===== src/design/mfe_pkg.sv =====
// Package for the marker field extractor: shared types, register indexes,
// result kinds and reset values. No dependencies.
`default_nettype none
package mfe_pkg;

	// Default sizes handed to the top level parameters.
	localparam int MARKER_BYTES_DEF = 8;
	localparam int FIELD_BYTES_DEF  = 3;

	// Configuration port.
	localparam int CFG_IDX_W  = 3;
	localparam int CFG_DATA_W = 64;

	localparam logic [CFG_IDX_W-1:0] REG_HIGH_MARKER     = 3'd0;
	localparam logic [CFG_IDX_W-1:0] REG_LOW_MARKER      = 3'd1;
	localparam logic [CFG_IDX_W-1:0] REG_TERMINATOR_BYTE = 3'd2;
	localparam logic [CFG_IDX_W-1:0] REG_FIELDS_WANTED   = 3'd3;
	localparam logic [CFG_IDX_W-1:0] REG_MATCHES_TO_SKIP = 3'd4;

	localparam logic [63:0] HIGH_MARKER_RST     = 64'h642D74656D70223E;
	localparam logic [63:0] LOW_MARKER_RST      = 64'h6E2D74656D70223E;
	localparam logic [7:0]  TERMINATOR_BYTE_RST = 8'hC2;
	localparam logic [3:0]  FIELDS_WANTED_RST   = 4'd7;
	localparam logic [1:0]  MATCHES_TO_SKIP_RST = 2'd1;

	// Result kinds, carried on tuser.
	localparam logic [1:0] KIND_HIGH   = 2'd0;
	localparam logic [1:0] KIND_LOW    = 2'd1;
	localparam logic [1:0] KIND_STATUS = 2'd2;

	// Match counter: skip (max 3) plus wanted (max 15) fits in five bits.
	localparam int CNT_W = 5;

	// Only the first three captured bytes are ever shown.
	localparam int SHOW_BYTES = 3;

	// Output word queue.
	localparam int FIFO_DEPTH = 4;
	localparam int FIFO_PTR_W = 2;
	localparam int FIFO_CNT_W = 3;

	localparam int OUT_TDATA_W = 40;

	typedef struct packed {
		logic [3:0] field_index;
		logic [7:0] char_first;
		logic [7:0] char_second;
		logic [7:0] char_third;
		logic [1:0] char_count;
		logic       overflowed;
	} field_res_t;

	typedef struct packed {
		logic [1:0] kind;
		field_res_t fld;
		logic [1:0] end_status;
		logic       last;
	} result_t;

endpackage
`default_nettype wire


===== src/design/mfe_marker_lane.sv =====
// Per-marker match counting and field capture for the marker field extractor.
// Depends on mfe_pkg.
`default_nettype none
module mfe_marker_lane
	import mfe_pkg::*;
#(
	parameter int FIELD_BYTES = FIELD_BYTES_DEF
) (
	input  wire logic       clk,
	input  wire logic       arst_n,
	input  wire logic       take,
	input  wire logic [7:0] data_byte,
	input  wire logic       last_byte,
	input  wire logic       hit,
	input  wire logic [7:0] terminator,
	input  wire logic [3:0] wanted,
	input  wire logic [1:0] skip,
	output logic            emit,
	output field_res_t      field,
	output logic            short_flag
);

	localparam int LEN_W = $clog2(FIELD_BYTES + 1);

	logic [CNT_W-1:0] cnt_q, cnt_nx, limit;
	logic             cap_q, cap_nx;
	logic [LEN_W-1:0] len_q, len_nx;
	logic             ovf_q, ovf_nx;
	logic [7:0]       bytes_q [SHOW_BYTES];
	logic             term_hit, store_en;
	logic [1:0]       shown;

	always_comb begin
		limit    = CNT_W'(skip) + CNT_W'(wanted);
		term_hit = (data_byte == terminator);
		store_en = 1'b0;
		cnt_nx   = cnt_q;
		cap_nx   = cap_q;
		len_nx   = len_q;
		ovf_nx   = ovf_q;
		if (cap_q) begin
			if (term_hit) begin
				cap_nx = 1'b0;
				len_nx = '0;
				ovf_nx = 1'b0;
			end else if (int'(len_q) < FIELD_BYTES) begin
				store_en = 1'b1;
				len_nx   = len_q + LEN_W'(1);
			end else begin
				ovf_nx = 1'b1;
			end
		end else if (cnt_q < limit && hit) begin
			if (cnt_q >= CNT_W'(skip)) begin
				cap_nx = 1'b1;
				len_nx = '0;
				ovf_nx = 1'b0;
			end
			cnt_nx = cnt_q + CNT_W'(1);
		end
		short_flag = cap_nx || (cnt_nx < limit);
	end

	// The field word is built from the state before this byte.
	always_comb begin
		if (int'(len_q) > SHOW_BYTES) begin
			shown = 2'd3;
		end else begin
			shown = 2'(len_q);
		end
		emit              = take && cap_q && term_hit;
		field.field_index = 4'(cnt_q - CNT_W'(1) - CNT_W'(skip));
		field.char_first  = (shown > 2'd0) ? bytes_q[0] : 8'd0;
		field.char_second = (shown > 2'd1) ? bytes_q[1] : 8'd0;
		field.char_third  = (shown > 2'd2) ? bytes_q[2] : 8'd0;
		field.char_count  = shown;
		field.overflowed  = ovf_q;
	end

	always_ff @(posedge clk or negedge arst_n) begin
		if (!arst_n) begin
			cnt_q <= '0;
			cap_q <= 1'b0;
			len_q <= '0;
			ovf_q <= 1'b0;
		end else if (take) begin
			if (last_byte) begin
				cnt_q <= '0;
				cap_q <= 1'b0;
				len_q <= '0;
				ovf_q <= 1'b0;
			end else begin
				cnt_q <= cnt_nx;
				cap_q <= cap_nx;
				len_q <= len_nx;
				ovf_q <= ovf_nx;
			end
		end
	end

	// Captured bytes are payload; unwritten slots are masked by the length.
	always_ff @(posedge clk) begin
		for (int k = 0; k < SHOW_BYTES; k++) begin
			if (take && store_en && k < FIELD_BYTES && int'(len_q) == k) begin
				bytes_q[k] <= data_byte;
			end
		end
	end

endmodule
`default_nettype wire


===== src/design/marker_field_extractor.sv =====
// Top level of the marker field extractor: byte window, two marker lanes,
// configuration registers and the output word queue. Depends on mfe_pkg
// and mfe_marker_lane.
//
// Channel   Direction  Word                          Notes
// s_*       in         one stream byte per word      tlast marks the final byte
// m_*       out        one field or status word      tuser = kind, tlast = last
// cfg_*     in         register write                no wait, no read-back
//
// One input byte is taken per cycle while s_tready is high. Its window
// compare, field capture and result words are settled combinationally and
// written into a four-word output queue in the same cycle. A byte yields
// zero to three words and the queue drains one word per cycle with m_tready
// high, so s_tready is high whenever at most one word is queued; a byte
// that yields two or three words can hold the input off. arst_n clears
// the window, all lane state and the queue at once and loads the register
// defaults; there is no clearing pass. A stalled m_tready only fills the
// queue; the input side stops when fewer than three slots are free.
`default_nettype none
module marker_field_extractor
	import mfe_pkg::*;
#(
	parameter int MARKER_BYTES = MARKER_BYTES_DEF,
	parameter int FIELD_BYTES  = FIELD_BYTES_DEF
) (
	input  wire logic                  clk,
	input  wire logic                  arst_n,
	// Input stream: tdata = data_byte [7:0]; tlast = last_byte.
	input  wire logic                  s_tvalid,
	output logic                       s_tready,
	input  wire logic [7:0]            s_tdata,
	input  wire logic                  s_tlast,
	// Output stream.
	output logic                       m_tvalid,
	input  wire logic                  m_tready,
	// tdata: field_index [3:0], char_first [11:4], char_second [19:12],
	// char_third [27:20], char_count [29:28], overflowed [30],
	// end_status [32:31], zero fill [39:33].
	output logic [OUT_TDATA_W-1:0]     m_tdata,
	// tuser: result_kind [1:0].
	output logic [1:0]                 m_tuser,
	output logic                       m_tlast,
	// Configuration writes.
	input  wire logic                  cfg_we,
	input  wire logic [CFG_IDX_W-1:0]  cfg_index,
	input  wire logic [CFG_DATA_W-1:0] cfg_wdata
);

	localparam int WIN_W  = 8 * MARKER_BYTES;
	localparam int FILL_W = $clog2(MARKER_BYTES + 1);
	localparam int ACCEPT_MAX = FIFO_DEPTH - 3;

	// Configuration registers.
	logic [63:0] high_marker_q, low_marker_q;
	logic [7:0]  terminator_q;
	logic [3:0]  wanted_q;
	logic [1:0]  skip_q;

	always_ff @(posedge clk or negedge arst_n) begin
		if (!arst_n) begin
			high_marker_q <= HIGH_MARKER_RST;
			low_marker_q  <= LOW_MARKER_RST;
			terminator_q  <= TERMINATOR_BYTE_RST;
			wanted_q      <= FIELDS_WANTED_RST;
			skip_q        <= MATCHES_TO_SKIP_RST;
		end else if (cfg_we) begin
			case (cfg_index)
				REG_HIGH_MARKER:     high_marker_q <= cfg_wdata;
				REG_LOW_MARKER:      low_marker_q  <= cfg_wdata;
				REG_TERMINATOR_BYTE: terminator_q  <= cfg_wdata[7:0];
				REG_FIELDS_WANTED:   wanted_q      <= cfg_wdata[3:0];
				REG_MATCHES_TO_SKIP: skip_q        <= cfg_wdata[1:0];
				default: ;
			endcase
		end
	end

	logic take;
	assign take = s_tvalid && s_tready;

	// Byte window. The compare looks at the window after this byte is
	// shifted in, and only once a full marker's worth of bytes has arrived.
	logic [WIN_W-1:0]  window_q, window_nx;
	logic [FILL_W-1:0] fill_q, fill_nx;
	logic              full_nx, high_hit, low_hit;

	always_comb begin
		window_nx = WIN_W'({window_q, s_tdata});
		fill_nx   = (fill_q == FILL_W'(MARKER_BYTES)) ? fill_q : fill_q + FILL_W'(1);
		full_nx   = (fill_nx == FILL_W'(MARKER_BYTES));
		high_hit  = full_nx && (window_nx == high_marker_q[WIN_W-1:0]);
		low_hit   = full_nx && (window_nx == low_marker_q[WIN_W-1:0]);
	end

	always_ff @(posedge clk or negedge arst_n) begin
		if (!arst_n) begin
			window_q <= '0;
			fill_q   <= '0;
		end else if (take) begin
			if (s_tlast) begin
				window_q <= '0;
				fill_q   <= '0;
			end else begin
				window_q <= window_nx;
				fill_q   <= fill_nx;
			end
		end
	end

	// Marker lanes.
	logic       high_emit, low_emit, high_short, low_short;
	field_res_t high_field, low_field;

	mfe_marker_lane #(.FIELD_BYTES(FIELD_BYTES)) u_high_lane (
		.clk        (clk),
		.arst_n     (arst_n),
		.take       (take),
		.data_byte  (s_tdata),
		.last_byte  (s_tlast),
		.hit        (high_hit),
		.terminator (terminator_q),
		.wanted     (wanted_q),
		.skip       (skip_q),
		.emit       (high_emit),
		.field      (high_field),
		.short_flag (high_short)
	);

	mfe_marker_lane #(.FIELD_BYTES(FIELD_BYTES)) u_low_lane (
		.clk        (clk),
		.arst_n     (arst_n),
		.take       (take),
		.data_byte  (s_tdata),
		.last_byte  (s_tlast),
		.hit        (low_hit),
		.terminator (terminator_q),
		.wanted     (wanted_q),
		.skip       (skip_q),
		.emit       (low_emit),
		.field      (low_field),
		.short_flag (low_short)
	);

	// Candidate words in output order: first marker, second marker, status.
	// They are packed into consecutive queue slots, and the final one of
	// this byte carries the last flag.
	result_t    cand [3];
	logic [2:0] cand_v;
	result_t    push [3];
	logic [1:0] push_n;

	always_comb begin
		cand_v = {take && s_tlast, low_emit, high_emit};

		cand[0].kind       = KIND_HIGH;
		cand[0].fld        = high_field;
		cand[0].end_status = 2'd0;
		cand[0].last       = !cand_v[1] && !cand_v[2];

		cand[1].kind       = KIND_LOW;
		cand[1].fld        = low_field;
		cand[1].end_status = 2'd0;
		cand[1].last       = !cand_v[2];

		cand[2].kind       = KIND_STATUS;
		cand[2].fld        = '0;
		cand[2].end_status = {low_short, high_short};
		cand[2].last       = 1'b1;

		push_n = 2'd0;
		for (int k = 0; k < 3; k++) begin
			push[k] = cand[2];
		end
		for (int k = 0; k < 3; k++) begin
			if (cand_v[k]) begin
				push[push_n] = cand[k];
				push_n       = push_n + 2'd1;
			end
		end
	end

	// Output word queue.
	result_t               fifo_q [FIFO_DEPTH];
	logic [FIFO_PTR_W-1:0] wr_ptr_q, rd_ptr_q;
	logic [FIFO_CNT_W-1:0] cnt_q;
	logic                  pop;

	assign s_tready = (cnt_q <= FIFO_CNT_W'(ACCEPT_MAX));
	assign m_tvalid = (cnt_q != '0);
	assign pop      = m_tvalid && m_tready;

	always_ff @(posedge clk or negedge arst_n) begin
		if (!arst_n) begin
			wr_ptr_q <= '0;
			rd_ptr_q <= '0;
			cnt_q    <= '0;
		end else begin
			wr_ptr_q <= wr_ptr_q + FIFO_PTR_W'(push_n);
			if (pop) begin
				rd_ptr_q <= rd_ptr_q + FIFO_PTR_W'(1);
			end
			cnt_q <= cnt_q + FIFO_CNT_W'(push_n) - FIFO_CNT_W'(pop);
		end
	end

	always_ff @(posedge clk) begin
		for (int k = 0; k < 3; k++) begin
			if (k < int'(push_n)) begin
				fifo_q[FIFO_PTR_W'(wr_ptr_q + FIFO_PTR_W'(k))] <= push[k];
			end
		end
	end

	result_t head;
	assign head    = fifo_q[rd_ptr_q];
	assign m_tuser = head.kind;
	assign m_tlast = head.last;
	assign m_tdata = OUT_TDATA_W'({head.end_status, head.fld.overflowed, head.fld.char_count,
		head.fld.char_third, head.fld.char_second, head.fld.char_first,
		head.fld.field_index});

	// The queue never holds more words than it has slots.
	a_fifo_bound: assert property (@(posedge clk) disable iff (!arst_n)
		cnt_q <= FIFO_CNT_W'(FIFO_DEPTH))
		else $error("output queue overfilled");

	// A byte is only taken when its worst case of three words fits.
	a_room_on_take: assert property (@(posedge clk) disable iff (!arst_n)
		take |=> cnt_q <= FIFO_CNT_W'(FIFO_DEPTH))
		else $error("byte taken without room for its words");

	// The status word always closes the words of its byte.
	a_status_last: assert property (@(posedge clk) disable iff (!arst_n)
		(m_tvalid && m_tuser == KIND_STATUS) |-> m_tlast)
		else $error("status word without last flag");

	// Field words carry no end status.
	a_field_status_zero: assert property (@(posedge clk) disable iff (!arst_n)
		(m_tvalid && m_tuser != KIND_STATUS) |-> (m_tdata[32:31] == 2'd0))
		else $error("field word with end status set");

	// The final byte of a stream leaves the window empty.
	a_stream_clear: assert property (@(posedge clk) disable iff (!arst_n)
		(take && s_tlast) |=> (fill_q == '0))
		else $error("window not cleared after final byte");

endmodule
`default_nettype wire


===== config.mk =====
export PLATFORM = sky130hd
export DESIGN_NAME = marker_field_extractor
export DESIGN_NICKNAME = d
export VERILOG_FILES = /design/src/design/mfe_pkg.sv /design/src/design/mfe_marker_lane.sv /design/src/design/marker_field_extractor.sv
export SDC_FILE = /design/constraint.sdc
export NUM_CORES = 1
export LEC_CHECK = 0
export BUFFER_PORTS_ARGS = -buffer_cell sky130_fd_sc_hd__clkbuf_2
export CAP_MARGIN = 25
export CORE_ASPECT_RATIO = 1.5
export CORE_MARGIN = 2
export CORE_UTILIZATION = 50
export DETAILED_ROUTE_END_ITERATION = 10
export PLACE_DENSITY_LB_ADDON = 0.3
export SETUP_SLACK_MARGIN = 0.15
export SYNTH_ARGS = -nofsm -noshare
export SYNTH_HDL_FRONTEND = slang
export SYNTH_HIERARCHICAL = 1
export SYNTH_SLANG_ARGS = --single-unit

===== constraint.sdc =====
create_clock -name clk -period 4.5 [get_ports clk]
set_input_delay 0.45 -clock clk [delete_from_list [all_inputs] [get_ports clk]]
set_output_delay 0.45 -clock clk [all_outputs]
set_load 0.05 [all_outputs]

==> flow_metrics.tcl <==
set metrics [dict create \
    max_freq_mhz 237 \
    yosys-top-cells-area "edfxtp_1, dfrtp_1, dfstp_2" \
    setup-tns-final_ns 0 \
    multi_input_comb_area_um2 10100 \
    critical_path_arrival_ns 4.54 \
    cp_data_required_time_ns 4.81 \
    grt_pass1_vias 16109 \
    syn_avg_cell_area_um2 11.3 \
    gr-usage-all-layers_pct 26.2 \
    netlist.top_cell.by_area "edfxtp_1" \
    grt_start_max_net_pins 101 \
    comb_power_share_pct 33.1 \
    cpMostUsedCell "ha_4" \
    cts_max_level 2 \
    cts-root-to-sink-buffers 3 \
    flow.area_growth_from_synthesis_pct 14.3 \
    synth-edff-count 192 \
    diodes 0 \
    die_height_um 261 \
    viasPerCell 5.97 \
    synth_seq_area_share_pct 52.4 \
    clk-insertion-delay-late_ns 0.57 \
    power.internal_uw 8330 \
    slowest_stage "dfstp_2" \
    core_region_area_um2 43600 \
    cts.clk_slew.worst_paths_ns 0.07 \
    synth_warnings 6 \
    finalHoldViolCount 0 \
    drt_iter0_drc 1625 \
    cts_root_buffer "clkbuf_16" \
    min-delay-path-class "in -> reg" \
    post-route-period-util_pct 93.9 \
    globalRouteOverflowTotal 0 \
    detailroute.via_count 16052 \
    fin_cells 2687 \
    drt_first_pass_iters 6 \
    critPathKind "reg -> reg" \
    antenna_found_initial 0 \
    critPathLaunchType "flop" \
    drive_above_1_share_pct 28.1 \
    rsz0062_at_grt "yes" \
    route.detailed.wl_per_inst_um 22.4 \
    layout.filler_cells 3677 \
    synth_cell_type_count 67 \
    post-synth-top-count-cell "nand2_1" \
    finalNetCount 2205 \
    maxCapViolations 0 \
    remaining_drc_errors 0 \
    wl_mm 60.3 \
    slowest_delay_ns 0.60 \
    netlist.area_leader.share_pct 26.2 \
    use_met1_pct 28.8 \
    share_seq_of_total_power_pct 41.2 \
    timing.critical_path.cells "ha_4 > fa_1 > inv_2 > ha_4 > a211o_1 > a32oi_2 > o21ai_2 > nor3_2 > xnor2_1 > inv_1 > ha_4 > nand4_1 > a211oi_2 > a211oi_2 > o31ai_1 > o211ai_1 > nor2b_4 > a32o_1" \
    p_sw_uw 4620 \
    dieWidth_um 175 \
    floorplan.initialDensity_pct 50.4 \
    netlist_top_cells_count "nand2_1, edfxtp_1, dfrtp_1, mux2_2, a21oi_1" \
    num_rows 94 \
    postSynthRegisterBits 419 \
    final.setup_skew_ns 0.0254 \
    wire_length_of_the_first_global_routing_pass_mm 92.2 \
    top_usage_layer "met2" \
    ioPinCount 126 \
    period_needed_ns 4.23 \
    place.gp.congestion 0.915 \
    io_buffer_count 118 \
    netlist_area_um2 22000 \
    power_frac_clock_pct 25.6 \
    tritoncts "yes" \
    placed_cells 2607 \
    power.switching_fraction_pct 35.7 \
    power.density_cell_area_nw_per_um2 515 \
    finalWorstSetupSlack_ns 0.273 \
    hold-worst-slack_ns 0.123 \
    outcome "finished clean" \
    worst-path-max-fanout 4 \
    least_margin_pin_slew_ns 0.992 \
    irDropWorstVdd_uv 375 \
    cts.sinks 419 \
    dp_slack_ns -0.381 \
    global_route.usage.met3_pct 3.14 \
    cp-end-kind "flop" \
    numCtsBuffers 40 \
    global_route.usage.met2_pct 49.4 \
    ff_latch_area_um2 11500 \
    dpl.hpwl_mm 40.8 \
    power.leakage_uw 0.00936 \
    final_max_slew_viol_count 0 \
    final_setup_vio_count 0 \
    postSynth.asyncResetShare_pct 54.2 \
    final_antenna_net_count 0 \
    fp.dieArea_um2 45700 \
    synth_ff_type "edfxtp_1" \
    slew_headroom_pct 33.9 \
    syn_inst 1954 \
]
-- sequential cells by signal (all words and copies together) (netlist names) --
signal,flops
fifo_q,144
high_marker_q,64
low_marker_q,64
window_q,56
u_high_lane/bytes_q,24
u_low_lane/bytes_q,24
terminator_q,8
u_high_lane/cnt_q,5
u_low_lane/cnt_q,5
fill_q,4
wanted_q,4
cnt_q,3
rd_ptr_q,2
skip_q,2
u_high_lane/len_q,2
u_low_lane/len_q,2
wr_ptr_q,2
u_high_lane/cap_q,1
u_high_lane/ovf_q,1
u_low_lane/cap_q,1
u_low_lane/ovf_q,1
-- through the flow --
step / area, um2 / total power [uW] / utilization (%)
after global placement: 23600 / 9380 / 54.1
after CTS: 25000 / 12900 / 57.3
final: 25100 / 12900 / 57.6
after floorplan: 22100 / 8200 / -
after global routing: 25100 / 13500 / 57.6
after detailed placement: 23600 / 9500 / 54.1
-- layout by cell type, fill, tap and decap left out, drive strengths merged, types with 12 or more instances in the layout --
master and n:
a22oi 30, nand2 230, and2 20, nor3 14, nor4 12, a21oi 148
buf 80, and3 18, mux2 150, nor2b 24, ha 39, dfrtp 158
inv 54, mux4 36, nand3 134, xnor2 144, o21ai 78, edfxtp 192
dfstp 69, nor2 56, xor2 21, clkinv 15, nand2b 66, nand4 38
clkbuf 170, o22ai 13
-- path summary, 6_finish.rpt --
path	startpoint	cells past startpoint	to	slack, ns
max	skip_q[0]$_DFFE_PN1P_	18	fifo_q[3][2]$_DFFE_PP_	0.27
min	cfg_wdata[56]	2	low_marker_q[56]$_DFFE_PN0P_	0.12
max in group asynchronous	arst_n	3	high_marker_q[18]$_DFFE_PN0P_	2.83
min reg2reg	low_marker_q[55]$_DFFE_PN0P_	1	low_marker_q[55]$_DFFE_PN0P_	0.53
min in group asynchronous	arst_n	2	high_marker_q[40]$_DFFE_PN0P_	0.46
max reg2reg	skip_q[0]$_DFFE_PN1P_	18	fifo_q[3][2]$_DFFE_PP_	0.27
-- worst max-delay path: cells and delay by family (launching register included) --
family	cells	cell delay, ns
buffers and inverters	2	0.20
xor gates and xnor gates	1	0.17
and+or+nand+nor	3	0.44
adders and majority gates	4	1.04
DFF	1	0.60
AOI/OAI and AO/OA	8	1.52
-- routing by layer --
layer | up-vias | share of wire [%]
li1 | 7258 | -
met1 | 7870 | 34
met2 | 729 | 54
met3 | 195 | 6.4
met4 | 0 | 5.6
met5 | - | 0
-- power by group through the flow --
| stage | clock (uW) | sequential [uW] | combinational (uW) |
|---|---|---|---|
| after floorplan | 0 | 5160 | 3040 |
| after global placement | 0 | 5350 | 4030 |
| after detailed placement | 0 | 5390 | 4120 |
| after CTS | 3380 | 5320 | 4220 |
| after global routing | 3500 | 5410 | 4610 |
| final | 3320 | 5340 | 4290 |
-- logic make-up (layout without fill, tap and decap cells) --
kind of cell,Yosys count,after routing,synth area share [%]
DFF,419,419,52.4
muxes,190,190,11.6
adders and majority gates,45,45,2.76
xor gates and xnor gates,165,165,6.57
AOI/OAI and AO/OA,324,324,8.84
and+or+nand+nor,639,639,14.5
other,1,7,0.0170
buffers and inverters,171,322,3.34
-- final cells by class --
cell class | count | share of cell area [%]
repair buffers | 198 | 5.18
flip-flops and latches | 419 | 45.9
clock inverters | 21 | 0.682
clock buffers | 53 | 4.41
multi-input cells | 1370 | 40.2
inverters | 50 | 0.756
well taps | 576 | 2.87
-- timing repair --
action / CTS / global route
buffers inserted: 2 / 3
endpoints found under the hold margin: 46 / 0
pin swaps: 9 / 23
hold buffers: 1 / 0
gates resized for setup: 20 / 17
endpoints found under the setup margin: 8 / 8
No activity file was read; power rests on OpenSTA's default activity.
